$ cat config.mk
export PLATFORM = sky130hd
export DESIGN_NAME = weather_sensor_frame_decoder
export DESIGN_NICKNAME = d
export VERILOG_FILES = /design/src/wsfd_pkg.sv /design/src/weather_sensor_frame_decoder.sv
export SDC_FILE = /design/constraint.sdc
export NUM_CORES = 1
export LEC_CHECK = 0
export BUFFER_PORTS_ARGS = -buffer_cell sky130_fd_sc_hd__buf_4
export CAP_MARGIN = 40
export CORE_UTILIZATION = 65
export DETAILED_ROUTE_END_ITERATION = 8
export PLACE_DENSITY = 0.87
export SETUP_SLACK_MARGIN = 0.4
export SLEW_MARGIN = 10
export SYNTH_ARGS = -nofsm -noshare
export SYNTH_HDL_FRONTEND = slang
export SYNTH_SLANG_ARGS = --single-unit
$ cat constraint.sdc
create_clock -name clk -period 12.6 [get_ports clk]
set_clock_uncertainty 0.15 [all_clocks]
set_input_delay 2.52 -clock clk [delete_from_list [all_inputs] [get_ports clk]]
set_output_delay 2.52 -clock clk [all_outputs]
set_load 0.01 [all_outputs]
$ cat src/wsfd_pkg.sv
// Shared types, constants and helper functions for the weather sensor frame decoder.
// No dependencies; imported by weather_sensor_frame_decoder and wsfd_checker.
package wsfd_pkg;

	localparam logic [7:0] CRC_POLY     = 8'h31;
	localparam logic [3:0] START_NIBBLE = 4'h9;
	localparam logic [6:0] HUM_NONE     = 7'h6A;
	localparam logic [6:0] HUM_PROBE2   = 7'h7D;
	localparam logic [6:0] HUM_MAX      = 7'd100;

	// temperature offsets and windows, in raw tenths
	localparam logic [11:0] STD_OFFSET  = 12'd400;
	localparam logic [11:0] ALT_OFFSET  = 12'd500;
	localparam logic [11:0] WIN_LO_500  = 12'd100;   // -40.0 C with 500 offset
	localparam logic [11:0] WIN_HI_500  = 12'd1100;  // +60.0 C with 500 offset
	localparam logic [15:0] RC_MAX      = 16'd1000;
	localparam logic [10:0] TD_MAX      = 11'd1000;

	localparam logic signed [11:0] TEMP_MIN = -12'sd400;
	localparam logic signed [11:0] TEMP_MAX = 12'sd1265;
	localparam logic signed [7:0]  HUM_ABSENT = -8'sd1;

	localparam logic [1:0] CH_NONE   = 2'd0;
	localparam logic [1:0] CH_PROBE1 = 2'd1;
	localparam logic [1:0] CH_PROBE2 = 2'd2;

	typedef enum logic [1:0] {
		ST_OK        = 2'd0,
		ST_CSUM_FAIL = 2'd1,
		ST_BAD_START = 2'd2,
		ST_NO_TEMP   = 2'd3
	} status_t;

	// CRC-8, MSB first, one byte
	function automatic logic [7:0] crc8_byte(input logic [7:0] crc_in, input logic [7:0] v);
		logic [7:0] crc;
		logic [7:0] d;
		logic       top;
		crc = crc_in;
		d   = v;
		for (int i = 0; i < 8; i++) begin
			top = crc[7] ^ d[7];
			crc = {crc[6:0], 1'b0};
			if (top)
				crc = crc ^ CRC_POLY;
			d = {d[6:0], 1'b0};
		end
		return crc;
	endfunction

	// three nibble digits as d2*100 + d1*10 + d0, nibbles used as is
	function automatic logic [10:0] digits3(input logic [3:0] d2, input logic [3:0] d1,
		input logic [3:0] d0);
		return 11'(d2) * 11'd100 + 11'(d1) * 11'd10 + 11'(d0);
	endfunction

endpackage

$ cat src/weather_sensor_frame_decoder.sv
// Weather sensor frame decoder: input register, single-pass decode, result register.
// Depends on wsfd_pkg.
//
// Usage:
//  Input channel (in_valid/in_ready) carries one five-byte radio frame per beat on
//  byte_0..byte_4. Output channel (out_valid/out_ready) carries one decoded result
//  per frame: accepted, status, alt_protocol, sensor_id, battery flags, temp_tenths,
//  humidity and channel.
//  out_valid rises once the input beat has passed the input register and then the
//  result register. Throughput: one frame per cycle while out_ready stays high; CRC-8,
//  checksum and the temperature candidates are all evaluated in the one decode stage.
//  A new frame is taken while a finished result waits: the input register holds
//  one frame while the result register is stalled, so in_ready drops only when
//  both are full and out_ready is low.
//  Reset (arst_n low) empties both stages; no frame is in flight afterwards.
//  A stalled receiver loses nothing: results hold until out_ready is seen.
module weather_sensor_frame_decoder
	import wsfd_pkg::*;
(
	input  logic               clk,
	input  logic               arst_n,
	input  logic               in_valid,
	output logic               in_ready,
	input  logic [7:0]         byte_0,
	input  logic [7:0]         byte_1,
	input  logic [7:0]         byte_2,
	input  logic [7:0]         byte_3,
	input  logic [7:0]         byte_4,
	output logic               out_valid,
	input  logic               out_ready,
	output logic               accepted,
	output logic [1:0]         status,
	output logic               alt_protocol,
	output logic [5:0]         sensor_id,
	output logic               new_battery,
	output logic               weak_battery,
	output logic signed [11:0] temp_tenths,
	output logic signed [7:0]  humidity,
	output logic [1:0]         channel
);

	// stage 1: frame register
	logic       valid_s1;
	logic [7:0] b0_s1, b1_s1, b2_s1, b3_s1, b4_s1;

	// stage 2: result register
	logic               valid_s2;
	logic               acc_s2;
	status_t            st_s2;
	logic               alt_s2;
	logic [5:0]         id_s2;
	logic               nb_s2;
	logic               wb_s2;
	logic signed [11:0] temp_s2;
	logic signed [7:0]  hum_s2;
	logic [1:0]         ch_s2;

	logic adv_s2;
	logic load_s1;

	assign adv_s2   = valid_s1 && (!valid_s2 || out_ready);
	assign in_ready = !valid_s1 || adv_s2;
	assign load_s1  = in_valid && in_ready;

	always_ff @(posedge clk or negedge arst_n) begin
		if (!arst_n) begin
			valid_s1 <= 1'b0;
		end else if (in_ready) begin
			valid_s1 <= in_valid;
		end
	end

	always_ff @(posedge clk) begin
		if (load_s1) begin
			b0_s1 <= byte_0;
			b1_s1 <= byte_1;
			b2_s1 <= byte_2;
			b3_s1 <= byte_3;
			b4_s1 <= byte_4;
		end
	end

	// ---------------- decode ----------------
	logic       std_path;
	logic [7:0] crc;
	logic [6:0] hraw;
	logic [10:0] std_raw;

	logic [7:0]  xsum;
	logic        xsum_ok;
	logic [11:0] ta_raw, tb_raw;
	logic [15:0] rc_raw;
	logic [10:0] td_raw;
	logic        ta_ok, tb_ok, rc_ok, td_ok;

	logic               acc_d;
	status_t            st_d;
	logic [5:0]         id_d;
	logic               nb_d;
	logic               wb_d;
	logic signed [11:0] temp_d;
	logic signed [7:0]  hum_d;
	logic [1:0]         ch_d;

	assign std_path = (b0_s1[7:4] == START_NIBBLE);
	assign crc = crc8_byte(crc8_byte(crc8_byte(crc8_byte(8'h00, b0_s1), b1_s1), b2_s1), b3_s1);
	assign hraw = b3_s1[6:0];
	assign std_raw = digits3(b1_s1[3:0], b2_s1[7:4], b2_s1[3:0]);

	// alternate path: XOR checksum within +-1 of byte 4
	assign xsum    = b0_s1 ^ b1_s1 ^ b2_s1 ^ b3_s1;
	assign xsum_ok = ({1'b0, xsum} == {1'b0, b4_s1}) ||
		({1'b0, xsum} == {1'b0, b4_s1} + 9'd1) ||
		({1'b0, xsum} + 9'd1 == {1'b0, b4_s1});

	assign ta_raw = {b1_s1[3:0], b2_s1};
	assign tb_raw = {b2_s1, b3_s1[7:4]};
	assign rc_raw = {b2_s1, b3_s1};
	assign td_raw = digits3(b2_s1[7:4], b2_s1[3:0], b3_s1[7:4]);
	assign ta_ok  = (ta_raw >= WIN_LO_500) && (ta_raw <= WIN_HI_500);
	assign tb_ok  = (tb_raw >= WIN_LO_500) && (tb_raw <= WIN_HI_500);
	assign rc_ok  = (rc_raw <= RC_MAX);
	assign td_ok  = (td_raw <= TD_MAX);

	always_comb begin
		acc_d  = 1'b0;
		st_d   = ST_OK;
		id_d   = '0;
		nb_d   = 1'b0;
		wb_d   = 1'b0;
		temp_d = '0;
		hum_d  = '0;
		ch_d   = CH_NONE;
		if (std_path) begin
			acc_d  = (crc == b4_s1);
			st_d   = acc_d ? ST_OK : ST_CSUM_FAIL;
			id_d   = {b0_s1[3:0], b1_s1[7:6]};
			nb_d   = b1_s1[5];
			wb_d   = b3_s1[7];
			temp_d = $signed({1'b0, std_raw} - STD_OFFSET);
			hum_d  = HUM_ABSENT;
			ch_d   = CH_PROBE1;
			if (hraw == HUM_PROBE2)
				ch_d = CH_PROBE2;
			else if (hraw != HUM_NONE && hraw <= HUM_MAX)
				hum_d = $signed({1'b0, hraw});
		end else if (!xsum_ok) begin
			st_d = ST_CSUM_FAIL;
		end else if (ta_ok || tb_ok || rc_ok || td_ok) begin
			// first candidate format in the window wins
			if (ta_ok)
				temp_d = $signed(ta_raw - ALT_OFFSET);
			else if (tb_ok)
				temp_d = $signed(tb_raw - ALT_OFFSET);
			else if (rc_ok)
				temp_d = $signed(rc_raw[11:0] - STD_OFFSET);
			else
				temp_d = $signed({1'b0, td_raw} - STD_OFFSET);
			acc_d = 1'b1;
			id_d  = b0_s1[7:2];
			nb_d  = b0_s1[7];
			wb_d  = b3_s1[3];
			hum_d = HUM_ABSENT;
			ch_d  = CH_PROBE1;
		end else begin
			st_d = ST_NO_TEMP;
		end
	end

	always_ff @(posedge clk or negedge arst_n) begin
		if (!arst_n) begin
			valid_s2 <= 1'b0;
		end else if (adv_s2) begin
			valid_s2 <= 1'b1;
		end else if (out_ready) begin
			valid_s2 <= 1'b0;
		end
	end

	always_ff @(posedge clk) begin
		if (adv_s2) begin
			acc_s2  <= acc_d;
			st_s2   <= st_d;
			alt_s2  <= !std_path;
			id_s2   <= id_d;
			nb_s2   <= nb_d;
			wb_s2   <= wb_d;
			temp_s2 <= temp_d;
			hum_s2  <= hum_d;
			ch_s2   <= ch_d;
		end
	end

	assign out_valid    = valid_s2;
	assign accepted     = acc_s2;
	assign status       = st_s2;
	assign alt_protocol = alt_s2;
	assign sensor_id    = id_s2;
	assign new_battery  = nb_s2;
	assign weak_battery = wb_s2;
	assign temp_tenths  = temp_s2;
	assign humidity     = hum_s2;
	assign channel      = ch_s2;

endmodule

Word-level counts from Yosys, hierarchy flattened
Cells that the tools add are included.
Widths: inputs -> output; s select.
{ "totals": {"regBits": 76, "in_bits": 44} }
{ "classes": {"n_addsub": 11, "multipliers": 4, "n_lt_le_gt_ge": 7, "eq_ne": 7, "mux": 65, "n_bitwise": 65, "reduce_logical": 16} }
{ "ops": {"columns": ["operator", "n"], "rows": [
  ["$mux 6", 35],
  ["$not 3->3", 31],
  ["$mux 12", 6],
  ["$mux 8", 5],
  ["$sub 12x9->12 const B", 3],
  ["$xor 1x1->1", 29],
  ["$ge 12x7->1 const B", 2],
  ["$le 12x11->1 const B", 2],
  ["$sub 11x9->12 const B", 2],
  ["$xor 8x8->8", 3],
  ["$add 11x4->11", 2],
  ["$add 11x8->11", 2],
  ["$add 8x1->9 const B", 2],
  ["$mul 4x5->9 const B", 2],
  ["$eq 8x8->1", 2],
  ["$le 16x10->1 const B", 1],
  ["$mul 4x3->7 const B", 2],
  ["$mux 1", 14],
  ["$le 11x10->1 const B", 1],
  ["$mux 2", 5],
  ["$eq 8x9->1", 1],
  ["$eq 9x8->1", 1],
  ["$eq 7x7->1 const B", 1],
  ["$le 7x7->1 const B", 1],
  ["7 further kinds", 20]
]} }

Depth between registers and ports, before layout
Gate-level depths: netlist of the first run.
{ "depth": {"word_depth": 66, "depth_mapped": 18, "mapped_depth_nobuf": 17} }

Least setup slack after synthesis of the first run
No wires, ideal clock.
{ "synth_timing": {"path_type": "input-to-output", "from": "input port out_ready", "to": "output port in_ready", "arrival_time_ns": 2.729, "slack_ns": 7.201, "cell_stages": 1, "n_path_buf": 0, "path_cell_list": "nand3b_1"} }
{ "synth_between": {"elab_chain_len": 3} }
{ "synth_lines": {"columns": ["item", "line_no", "rtl"], "rows": [
  ["start, declared", "weather_sensor_frame_decoder.sv:30", "input logic out_ready,"],
  ["$logic_or 1x1->1", "weather_sensor_frame_decoder.sv:61", "assign adv_s2 = valid_s1 && (!valid_s2 || out_ready);"],
  ["$logic_and 1x1->1", "weather_sensor_frame_decoder.sv:61", null],
  ["$logic_or 1x1->1", "weather_sensor_frame_decoder.sv:62", "assign in_ready = !valid_s1 || adv_s2;"],
  ["end, declared", "weather_sensor_frame_decoder.sv:23", "output logic in_ready,"]
]} }
Every way passes these cells.

Final worst setup path of the first run
Ends and elaborated chain as after synthesis.

==> summary.md, run 1 <==
| Metric | Value |
|---|---|
| Number of port buffers | 79 |
| Avg Vias per Cell | 6.08 |
| NetSw | about 0.67 mW |
| Initial antenna violation count | 0 |
| Worst IR drop on VDD | 0.000222 V |
| Worst slack, placed | 6.94 ns |
| Grt ovf | 0 |
| LEAKAGE | 3.43 nW |
| Main flop type after synthesis | edfxtp_1 |
| Core Area | ~10000 um^2 |
| Outcome | completed |
| Crit path largest cell delay | ~0.19 ns |
| HP Class | reg -> reg |
| Post-layout util | 0.763 |
| Yosys warns | 0 |
| Hold Vio Cnt, Final | 0 |
| Reg2reg setup slack | 7.40 ns |
| Post-cts repair resize count | 0 |
| Sw Share | 0.436 |
| Part of the power in registers | 0.214 |
| Worst skew pair latency | 0.37 ns |
| Residual DRC | 0 |
| Fin Setup TNS | 0 ns |
| Combinational share of power | 0.670 |
| Relative max-transition margin | 0.500 |
| CTS Root Cell | clkbuf_8 |
| DP Wirelength | 13900 um |
| Pin count of the biggest net entering global routing | 41 |
| Gpl congestion | 0.940 |
| Clock Power Share | 0.116 |
| Initial core utilization | 0.678 |
| Die area | 11300 um^2 |
| CP Class | in -> out |
| Int Pwr | 0.867 mW |
| Number of synthesized flops with an enable pin | 74 |
| Htree depth | 3 |
| Vias | roughly 5500 |
| Routed wire per std cell | 19.9 um |
| Synth Net Count | 823 |
| Avg Inst Size Synth | slightly above 10 um^2 |
| Total iterations of the first detailed-routing run | 5 |
| Crit path cell chain | buf_4 -> nand3b_1 -> buf_4 |
| Worst path most repeated cell | buf_4 |
| GRT Util Overall | 0.333 |
| Crit end category | output port |
| Post-CTS Hold Buffers | 0 |
| Total Wirelength | 18000 um |
| Setup Viol. Count Final | 0 |
| Critical-path top delay cell | nand3b_1 |
| Die span in x | approximately 110 um |
| Fraction of layout cells with a size suffix above 1 | 0.158 |
| # diodes | 0 |
| CTS Buf Count | 9 |
| Minimum clock period | roughly 5.7 ns |
| Startpoint types | primary input |
| Share of async-settable or async-resettable flops after synthesis | 0.0263 |
| DRT antenna net count | 0 |
| FP Rows | 37 |
| CTS Sinks | between 70 and 80 |
| Cell variety after synth | 57 |
| DRT iter0 DRCs | approximately 490 |
| Tightest Pin Transition | 0.750 ns |
| TritonCTS clock tree | built |
| Nets | 892 |
| Arrival time of the worst setup path | 2.99 ns |
| Slew Limit Fails | 0 |
| Critical path peak fanout | 3 |
| RSZ-0062 raised after global routing | no |
| First-pass GRT wire length | 28400 um |
| # IOs | 80 |
| Pwr Density | 193 nW/um^2 |
| Crit share post-route | 0.449 |
| Sequential area share after synthesis | 0.320 |
| Mapped Area | just over 7000 um^2 |
| Synth-to-Final Area Change | 12.6% |
| Setup bufs post-CTS | 0 |
| FMAX | ~0.18 GHz |
| Die height | 106 um |
| Register bit total from synthesis | 76 |
| Vias in the first global route | 5447 |
| CTS max path bufs | 2 |
| CP required | 9.93 ns |
| Clock slew seen by the registers of the worst setup and hold paths | around 0.1 ns |
| Post-route setup slack | 6.94 ns |
| Mapped Cells | approximately 690 |
| Max Cap Viol | 0 |
==> cell type report <==
cell class                 count  area (um^2)
inverter                      48          180
tap                          136          170
timing repair buffer          86          658
multi-input combinational    539         4520
clock buffer                   9          124
fill                         736         2480
clock inverter                 7         57.6
sequential                    76         2270
==> routing by layer <==
metal,up-vias,part of all wire,GRT usage
met2,315,0.46,0.519
met5,-,0,0
li1,2558,-,-
met3,43,0.088,0.0681
met4,0,0.031,0.125
met1,2563,0.42,0.458
==> registers in the layout, indices dropped and copies added (netlist names) <==
name	cells
out_valid	1
b4_s1	8
new_battery	1
b0_s1	8
valid_s1	1
accepted	1
alt_protocol	1
b2_s1	8
sensor_id	6
temp_tenths	12
weak_battery	1
b3_s1	8
humidity	8
channel	2
status	2
b1_s1	8
==> final timing paths <==
kind,startpoint,endpoint,cells after the start
worst max register to register,b2_s1[4],humidity[2],17
max in group asynchronous,arst_n,valid_s1,1
worst min-delay path,valid_s1,out_valid,1
min in group asynchronous,arst_n,out_valid,1
worst max-delay path,out_ready,in_ready,3
worst min register to register,valid_s1,out_valid,1
==> layout by cell type (no fill, tap or decap), types with 5 or more instances in the layout <==
| master | n |
|---|---|
| ha_1 | 78 |
| and3_1 | 6 |
| fa_1 | 10 |
| edfxtp_1 | 74 |
| nand2_1 | 44 |
| xnor3_1 | 9 |
| xnor2_2 | 11 |
| mux2i_1 | 12 |
| o22ai_1 | 5 |
| nor2_1 | 33 |
| nand4_1 | 6 |
| clkbuf_8 | 9 |
| nand2b_1 | 6 |
| o211ai_1 | 8 |
| a31oi_1 | 7 |
| nor2b_1 | 5 |
| nand3_1 | 12 |
| buf_4 | 85 |
| xor2_1 | 24 |
| a21o_1 | 10 |
| o21ai_0 | 29 |
| inv_1 | 48 |
| and2_1 | 7 |
| xnor2_1 | 115 |
| o21bai_1 | 7 |
| nor3_1 | 12 |
| a21oi_1 | 34 |
==> critical path: cells and delay by family <==
family | cells | cell delay [ns]
buffers and inverters | 2 | 0.28
AND/OR/NAND/NOR | 1 | 0.19
==> power by group through the flow <==
stage	sequential [mW]	clock (mW)	combinational, mW
floorplan	0.323	0	0.839
global placement	0.333	0	0.973
detailed placement	0.334	0	1.01
CTS	0.328	0.180	1.02
global route	0.331	0.190	1.12
finish	0.329	0.178	1.03
==> Yosys cell counts, types with 9 or more instances <==
cell	n	area, um^2
xnor2_1	115	1010
ha_1	78	976
edfxtp_1	74	2220
inv_1	48	180
nand2_1	44	165
a21oi_1	34	170
nor2_1	33	124
o21ai_0	29	145
xor2_1	24	210
clkbuf_1	23	86.3
mux2i_1	12	120
nand3_1	12	60.1
nor3_1	12	60.1
xnor2_2	11	179
a21o_1	10	75.1
fa_1	10	200
xnor3_1	9	203
==> stage by stage <==
step                      instances  hold slack (ns)  total power [mW]  area (um^2)
after global placement          883            0.328              1.31         7780
final                           901            0.361              1.54         7990
after detailed placement        883            0.323              1.35         7780
after CTS                       899            0.346              1.53         7960
after floorplan                 691            0.299              1.16         7090
after global routing            901            0.378              1.64         7990
==> cells by family after synthesis <==
| kind of cell | synth area share |
|---|---|
| xor gates and xnor gates | 0.236 |
| and+or+nand+nor | 0.101 |
| AOI/OAI and AO/OA | 0.116 |
| adders and majority gates | 0.166 |
| buffers and inverters | 0.0420 |
| DFF | 0.320 |
| muxes | 0.0185 |
(Power assumes the default switching activity.)
==> run 2: changes to the inputs <==
- ABC_AREA: not set -> 1
- CORE_UTILIZATION: 65 -> 55
- PLACE_DENSITY: 0.87 -> 0.78
- clock period: 12.6 -> 5.1 ns (I/O delays scaled with it)
==> run 2 against run 1 <==
  * Via count is 23% higher
  * Core utilization is 11 points lower
  * Routed wire length is 7.8% higher
  * Critical path type is now reg -> reg
  * Critical endpoint is now temp_tenths[8]
  * Largest cell class unchanged
  * Highest routed layer unchanged
==> summary.md, run 2 <==
| Metric | Value |
|---|---|
| Relative max-transition margin | 0.594 |
| Critical-path top delay cell | fa_1 |
| First-pass GRT wire length | 31400 um |
| DRT antenna net count | 0 |
| Yosys warns | 0 |
| Main flop type after synthesis | edfxtp_1 |
| Combinational share of power | 0.605 |
| Avg Vias per Cell | between 5 and 6 |
| Crit path cell chain | ha_1 -> ha_1 -> inv_1 -> fa_1 -> inv_1 -> ha_1 -> ha_4 -> a21oi_1 -> and2_1 -> nor2_1 -> nor2_1 -> nor2_1 -> nor2_1 -> nor2_1 -> o21ai_1 -> xor2_1 -> nand2_1 -> nand4_1 -> nand2_2 -> nor2_4 -> clkinv_1 -> buf_4 -> o32ai_1 |
| Fill cells | 1153 |
| Share of the synthesized area in the top cell type | 0.287 |
| Max Cap Viol | 0 |
| Gpl congestion | roughly 1.0 |
| Fin Setup TNS | 0 ns |
| Worst IR drop on VDD | 0.000265 V |
| Pwr Density | around 420 nW/um^2 |
| Area leader, netlist | edfxtp_1 |
| CTS Root Cell | clkbuf_16 |
| Clock slew seen by the registers of the worst setup and hold paths | 0.06 ns |
| Vias | roughly 6800 |
| Tightest Pin Transition | slightly above 0.6 ns |
| Outcome | completed |
| HP Class | in -> async |
| Max FFs per register | 12 |
| Most frequent cells in the layout | 204 x nand2_1, 121 x inv_1, 98 x buf_4 |
| R2R Path Start | b2_s1[1] |
| Die height | roughly 120 um |
| Critical path peak fanout | 17 |
| Crit share post-route | 0.860 |
| CTS max path bufs | 2 |
| CP Class | reg -> reg |
| Minimum clock period | ~4.4 ns |
| Top post-synthesis cells by count | 205 x nand2_1, 121 x inv_1, 81 x nand3_1, 78 x ha_1, 74 x edfxtp_1 |
| Final Non-Filler Cells | 1241 |
| Worst skew pair latency | about 0.35 ns |
| Hold Vio Cnt, Final | 0 |
| Die span in x | 121 um |
| Cell with the most instances after synthesis | nand2_1 |
| CTS Buf Count | 9 |
| Avg Inst Size Synth | 8.03 um^2 |
| Arrival time of the worst setup path | about 4.4 ns |
| Worst path most repeated cell | nor2_1 |
| Synth-to-Final Area Change | 16.0% |
| DP Wirelength | approximately 15000 um |
| TritonCTS clock tree | built |
| CTS Sinks | 76 |
| LEAKAGE | 4.39 nW |
| Synth Net Count | 1097 |
| Slew Limit Fails | 0 |
| Die area | between 10000 and 15000 um^2 |
| Part of the power in registers | 0.214 |
| Sw Share | 0.463 |
| Mapped Area | 7750 um^2 |
| Htree depth | 3 |
| Setup Viol. Count Final | 0 |
| GRT Util Overall | 0.278 |
| WP buf/inv | 4 |
| Residual DRC | 0 |
| # diodes | 0 |
| Clock Power Share | 0.181 |
| Initial core utilization | 0.560 |
| Total Wirelength | 19400 um |
| Reg2reg setup slack | 0.71 ns |
| Grt ovf | 0 |
| Top post-synthesis cells by area | edfxtp_1 29%, ha_1 13%, nand2_1 9.9% |
| FF-to-FF End | temp_tenths[8] |
| NetSw | 1.75 mW |
| RSZ-0062 raised after global routing | no |
| Int Pwr | 2.03 mW |
| Pin count of the biggest net entering global routing | 41 |
| Mapped Cells | 965 |
| Register-to-Register Path Depth | 23 |
| Top delay family on crit path | adder cells |
| Post-layout util | 0.650 |
| Cell variety after synth | 50 |
| Total iterations of the first detailed-routing run | 6 |
| Crit path largest cell delay | between 0.4 and 0.5 ns |
| Crit end category | flip-flop |
| Routed wire per std cell | between 15 and 20 um |
| Share of async-settable or async-resettable flops after synthesis | 0.0263 |
| Sequential area share after synthesis | 0.293 |
| Seq. cell area | 2270 um^2 |
| # IOs | 80 |
| Register bit total from synthesis | 76 |
| Most common cell after layout, fill and taps aside | nand2_1 |
| Startpoint types | flip-flop |
| Initial antenna violation count | 0 |
| Nets | 1188 |
| Number of synthesized flops with an enable pin | 74 |
| Area of the multi-input gates | 4900 um^2 |
| Fraction of layout cells with a size suffix above 1 | 0.209 |
| FMAX | between 0.2 and 0.25 GHz |
| Vias in the first global route | 6356 |
| Cells after DPL | 1221 |
| Core Area | 13800 um^2 |
| DRT iter0 DRCs | 646 |
| Number of port buffers | 79 |
| CP required | 5.10 ns |
| WHS | 0.291 ns |
| FP Rows | 43 |
==> run 2: cell count changes after synthesis, moves of 13 or more <==
| cell | previous run | this run |
|---|---|---|
| nand3_2 | 0 | 17 |
| o21ai_0 | 29 | 53 |
| inv_1 | 48 | 121 |
| clkbuf_1 | 23 | 9 |
| xnor2_1 | 115 | 33 |
| nand2_2 | 0 | 47 |
| inv_2 | 0 | 13 |
| xor2_1 | 24 | 57 |
| nand3_1 | 12 | 81 |
| nand2_1 | 44 | 205 |
| nand2_4 | 0 | 18 |
==> run 2: power groups by stage <==
stage | Combinational (mW) | Sequential, mW | Clock (mW)
after floorplan | 1.76 | 0.824 | 0
after global placement | 2.17 | 0.819 | 0
after detailed placement | 2.22 | 0.819 | 0
after CTS | 2.24 | 0.807 | 0.689
after global routing | 2.57 | 0.812 | 0.705
final | 2.29 | 0.807 | 0.683
==> run 2: logic make-up (layout without fill, tap and decap cells) <==
| kind of cell | count (synthesis) | after routing | synth area share |
|---|---|---|---|
| buf+inv | 155 | 251 | 0.0786 |
| xor+xnor | 93 | 93 | 0.109 |
| fa+ha+maj | 88 | 88 | 0.152 |
| compound gates | 114 | 114 | 0.0846 |
| simple gates | 439 | 439 | 0.283 |
| flops | 76 | 76 | 0.293 |
==> run 2: worst max path at each step <==
stage	from	end	cells after the start
after floorplan	b2_s1[4]	sensor_id[0]	22
after detailed placement	b2_s1[1]	temp_tenths[1]	23
after CTS	b2_s1[1]	temp_tenths[1]	23
final	b2_s1[1]	temp_tenths[8]	23
after global placement	b2_s1[1]	new_battery	23
after global routing	b2_s1[1]	temp_tenths[8]	23
==> run 2: final cells by class <==
cell class                 instances  area share
sequential                        76       0.253
tap                              180      0.0251
timing repair buffer              99      0.0841
clock inverter                     6     0.00989
inverter                         136      0.0570
multi-input combinational        734       0.546
clock buffer                      10      0.0255
==> run 2: worst register-to-register path: cells and delay by family, from the launching register on <==
| family | cells | cell delay [ns] |
|---|---|---|
| AND/OR/NAND/NOR | 10 | 1.07 |
| XOR/XNOR | 1 | 0.22 |
| adder cells (fa/ha/maj) | 5 | 1.51 |
| buffers and inverters | 4 | 0.42 |
| AO/OA/AOI/OAI | 3 | 0.43 |
| flip-flops | 1 | 0.40 |
==> run 2: per-stage QoR <==
| stage | cell area, um^2 | total power [mW] | worst slack, ns |
|---|---|---|---|
| after global placement | 8590 | 2.99 | 0.736 |
| after detailed placement | 8610 | 3.04 | 0.477 |
| after CTS | 8930 | 3.73 | 0.430 |
| after global routing | 8980 | 4.09 | 0.401 |
| final | 8980 | 3.78 | 0.712 |
| after floorplan | 7750 | 2.58 | 0.822 |
==> run 2: repair_timing <==
item / in CTS / in global routing
buffers inserted: 0 / 4
endpoints found under the setup margin: 0 / 29
hold buffers: 0 / 0
resized for setup: 0 / 9
==> run 2: layer usage <==
| metal | part of all wire | global-route usage |
|---|---|---|
| met5 | 0 | 0 |
| met4 | 0.030 | 0.107 |
| met3 | 0.070 | 0.0542 |
| met1 | 0.45 | 0.374 |
| met2 | 0.45 | 0.443 |
==> run 3: changes to the inputs <==
- PLACE_DENSITY: 0.78 -> 0.86
==> run 3 against run 2 <==
  * Power fell by 0.49%
  * Sequential power barely moved
  * Highest routed layer unchanged
  * Die area did not move
  * Fmax rose by 1.3%
  * Global-route usage rose by 0.59 points
  * Critical endpoint is now humidity[1]
==> summary.md, run 3 (synthesized netlist as in run 2, its figures left out) <==
| Metric | Value |
|---|---|
| Outcome | completed |
| Cells after DPL | between 1000 and 1500 |
| Avg Vias per Cell | 5.60 |
| Initial antenna violation count | 0 |
| Gpl congestion | 1.02 |
| Most common cell after layout, fill and taps aside | nand2_1 |
| Number of port buffers | roughly 80 |
| Tightest Pin Transition | 0.585 ns |
| Htree depth | 3 |
| Fill cells | 1111 |
| CTS max path bufs | 2 |
| Final Instance Area | slightly below 9000 um^2 |
| Post-CTS Hold Buffers | 0 |
| Arrival time of the worst setup path | 4.27 ns |
| DRT antenna net count | 0 |
| LEAKAGE | 4.37 nW |
| Fraction of layout cells with a size suffix above 1 | 0.209 |
| Clock slew seen by the registers of the worst setup and hold paths | approximately 0.06 ns |
| CTS Root Cell | clkbuf_16 |
| Most frequent cells in the layout | 204 x nand2_1, 121 x inv_1, 95 x buf_4 |
| Core Area | between 10000 and 15000 um^2 |
| Max Cap Viol | 0 |
| Fin Setup TNS | 0 ns |
| Vias in the first global route | 6694 |
| Die height | 121 um |
| Total Wirelength | 20000 um |
| Crit path largest cell delay | about 0.47 ns |
| RSZ-0062 raised after global routing | no |
| CP required | 5.04 ns |
| Grt ovf | 0 |
| Startpoint types | flip-flop |
| Max FFs per register | 12 |
| Minimum clock period | 4.33 ns |
| Crit end category | flip-flop |
| Crit share post-route | 0.850 |
| Slew Limit Fails | 0 |
| Routed wire per std cell | 16.1 um |
| FP Rows | 43 |
| FMAX | about 0.23 GHz |
| Total iterations of the first detailed-routing run | 5 |
| # diodes | 0 |
| Worst path most repeated cell | nor2_1 |
| Seq. cell area | between 2000 and 2500 um^2 |
| CTS Buf Count | 9 |
| Initial core utilization | 0.560 |
| Pwr Density | 420 nW/um^2 |
| Residual DRC | 0 |
| Die area | around 15000 um^2 |
| Relative max-transition margin | 0.609 |
| CTS Sinks | 76 |
| Post-layout util | 0.647 |
| Placed Area | 8610 um^2 |
| Setup Viol. Count Final | 0 |
| Area of the multi-input gates | 4900 um^2 |
| Critical-path top delay cell | fa_1 |
| GRT Util Overall | 0.284 |
| Nets | 1186 |
| Register-to-Register Path Depth | 24 |
| Final Non-Filler Cells | 1239 |
| CP Class | reg -> reg |
| First-pass GRT wire length | 31900 um |
| Vias | 6938 |
| # IOs | 80 |
| Worst skew pair latency | between 0.3 and 0.4 ns |
| Critical path peak fanout | 5 |
| Worst IR drop on VDD | 0.000251 V |
| DP Wirelength | roughly 15000 um |
| Crit path cell chain | ha_1 -> ha_1 -> inv_1 -> fa_1 -> inv_1 -> ha_1 -> ha_4 -> nand3_1 -> and2_1 -> nor2_1 -> nor2_1 -> nor2_1 -> nor2_1 -> nor2_1 -> o21ai_0 -> xor2_1 -> nand2_1 -> nand4_1 -> nand2_2 -> nor2_4 -> inv_2 -> o21ai_1 -> inv_1 -> o21ai_0 |
| Hold Vio Cnt, Final | 0 |
| Pin count of the biggest net entering global routing | 41 |
| HP Class | in -> async |
| Die span in x | approximately 120 um |
| Synth-to-Final Area Change | 15.5% |
| TritonCTS clock tree | built |
| DRT iter0 DRCs | 687 |
-- run 3: final timing paths --
kind                               start     endpoint  slack (ns)
worst max-delay path            b2_s1[1]  humidity[1]        0.77
min in group clk                valid_s1    out_valid        0.38
worst max register to register  b2_s1[1]  humidity[1]        0.77
worst min register to register  valid_s1    out_valid        0.38
max in group asynchronous         arst_n    out_valid        4.43
worst min-delay path              arst_n     valid_s1        0.29
-- run 3: power by group --
part           total (mW)  switching (mW)  internal (mW)
sequential          0.808          0.0487          0.759
combinational        2.31            1.47          0.838
clock               0.639           0.261          0.378
total                3.76            1.78           1.98
-- run 3: worst max-delay path: cells and delay by family, from the launching register on --
family                     cells  cell delay [ns]
adders and majority gates      5             1.55
and+or+nand+nor               11             1.17
DFF                            1             0.39
buffers and inverters          4             0.33
AOI/OAI and AO/OA              3             0.30
xor gates and xnor gates       1             0.18
-- run 3: routing by layer --
layer,track usage,wire length (um),vias up
met5,0,0,-
met1,0.361,8390,3153
met2,0.444,9020,346
li1,-,-,3366
met4,0.171,935,0
met3,0.0594,1610,73
-- run 3: repair_timing --
action / 4_1_cts / 5_1_grt
resized for setup: 0 / 10
hold endpoints to repair: 0 / 0
endpoints found under the setup margin: 0 / 25
buffers inserted: 0 / 2
-- run 3: metrics by stage --
step	hold slack, ns	power (mW)	worst slack (ns)
finish	0.285	3.76	0.767
global route	0.282	4.07	0.430
global placement	0.343	2.98	0.638
floorplan	0.297	2.58	0.822
detailed placement	0.377	3.06	0.481
CTS	0.282	3.72	0.442
-- run 3: layout make-up --
class / instances / share of cell area
well taps: 180 / 0.0252
clock inverters: 6 / 0.00699
repair buffers: 97 / 0.0832
clock buffers: 10 / 0.0256
multi-input cells: 734 / 0.548
flip-flops and latches: 76 / 0.254
inverters: 136 / 0.0572
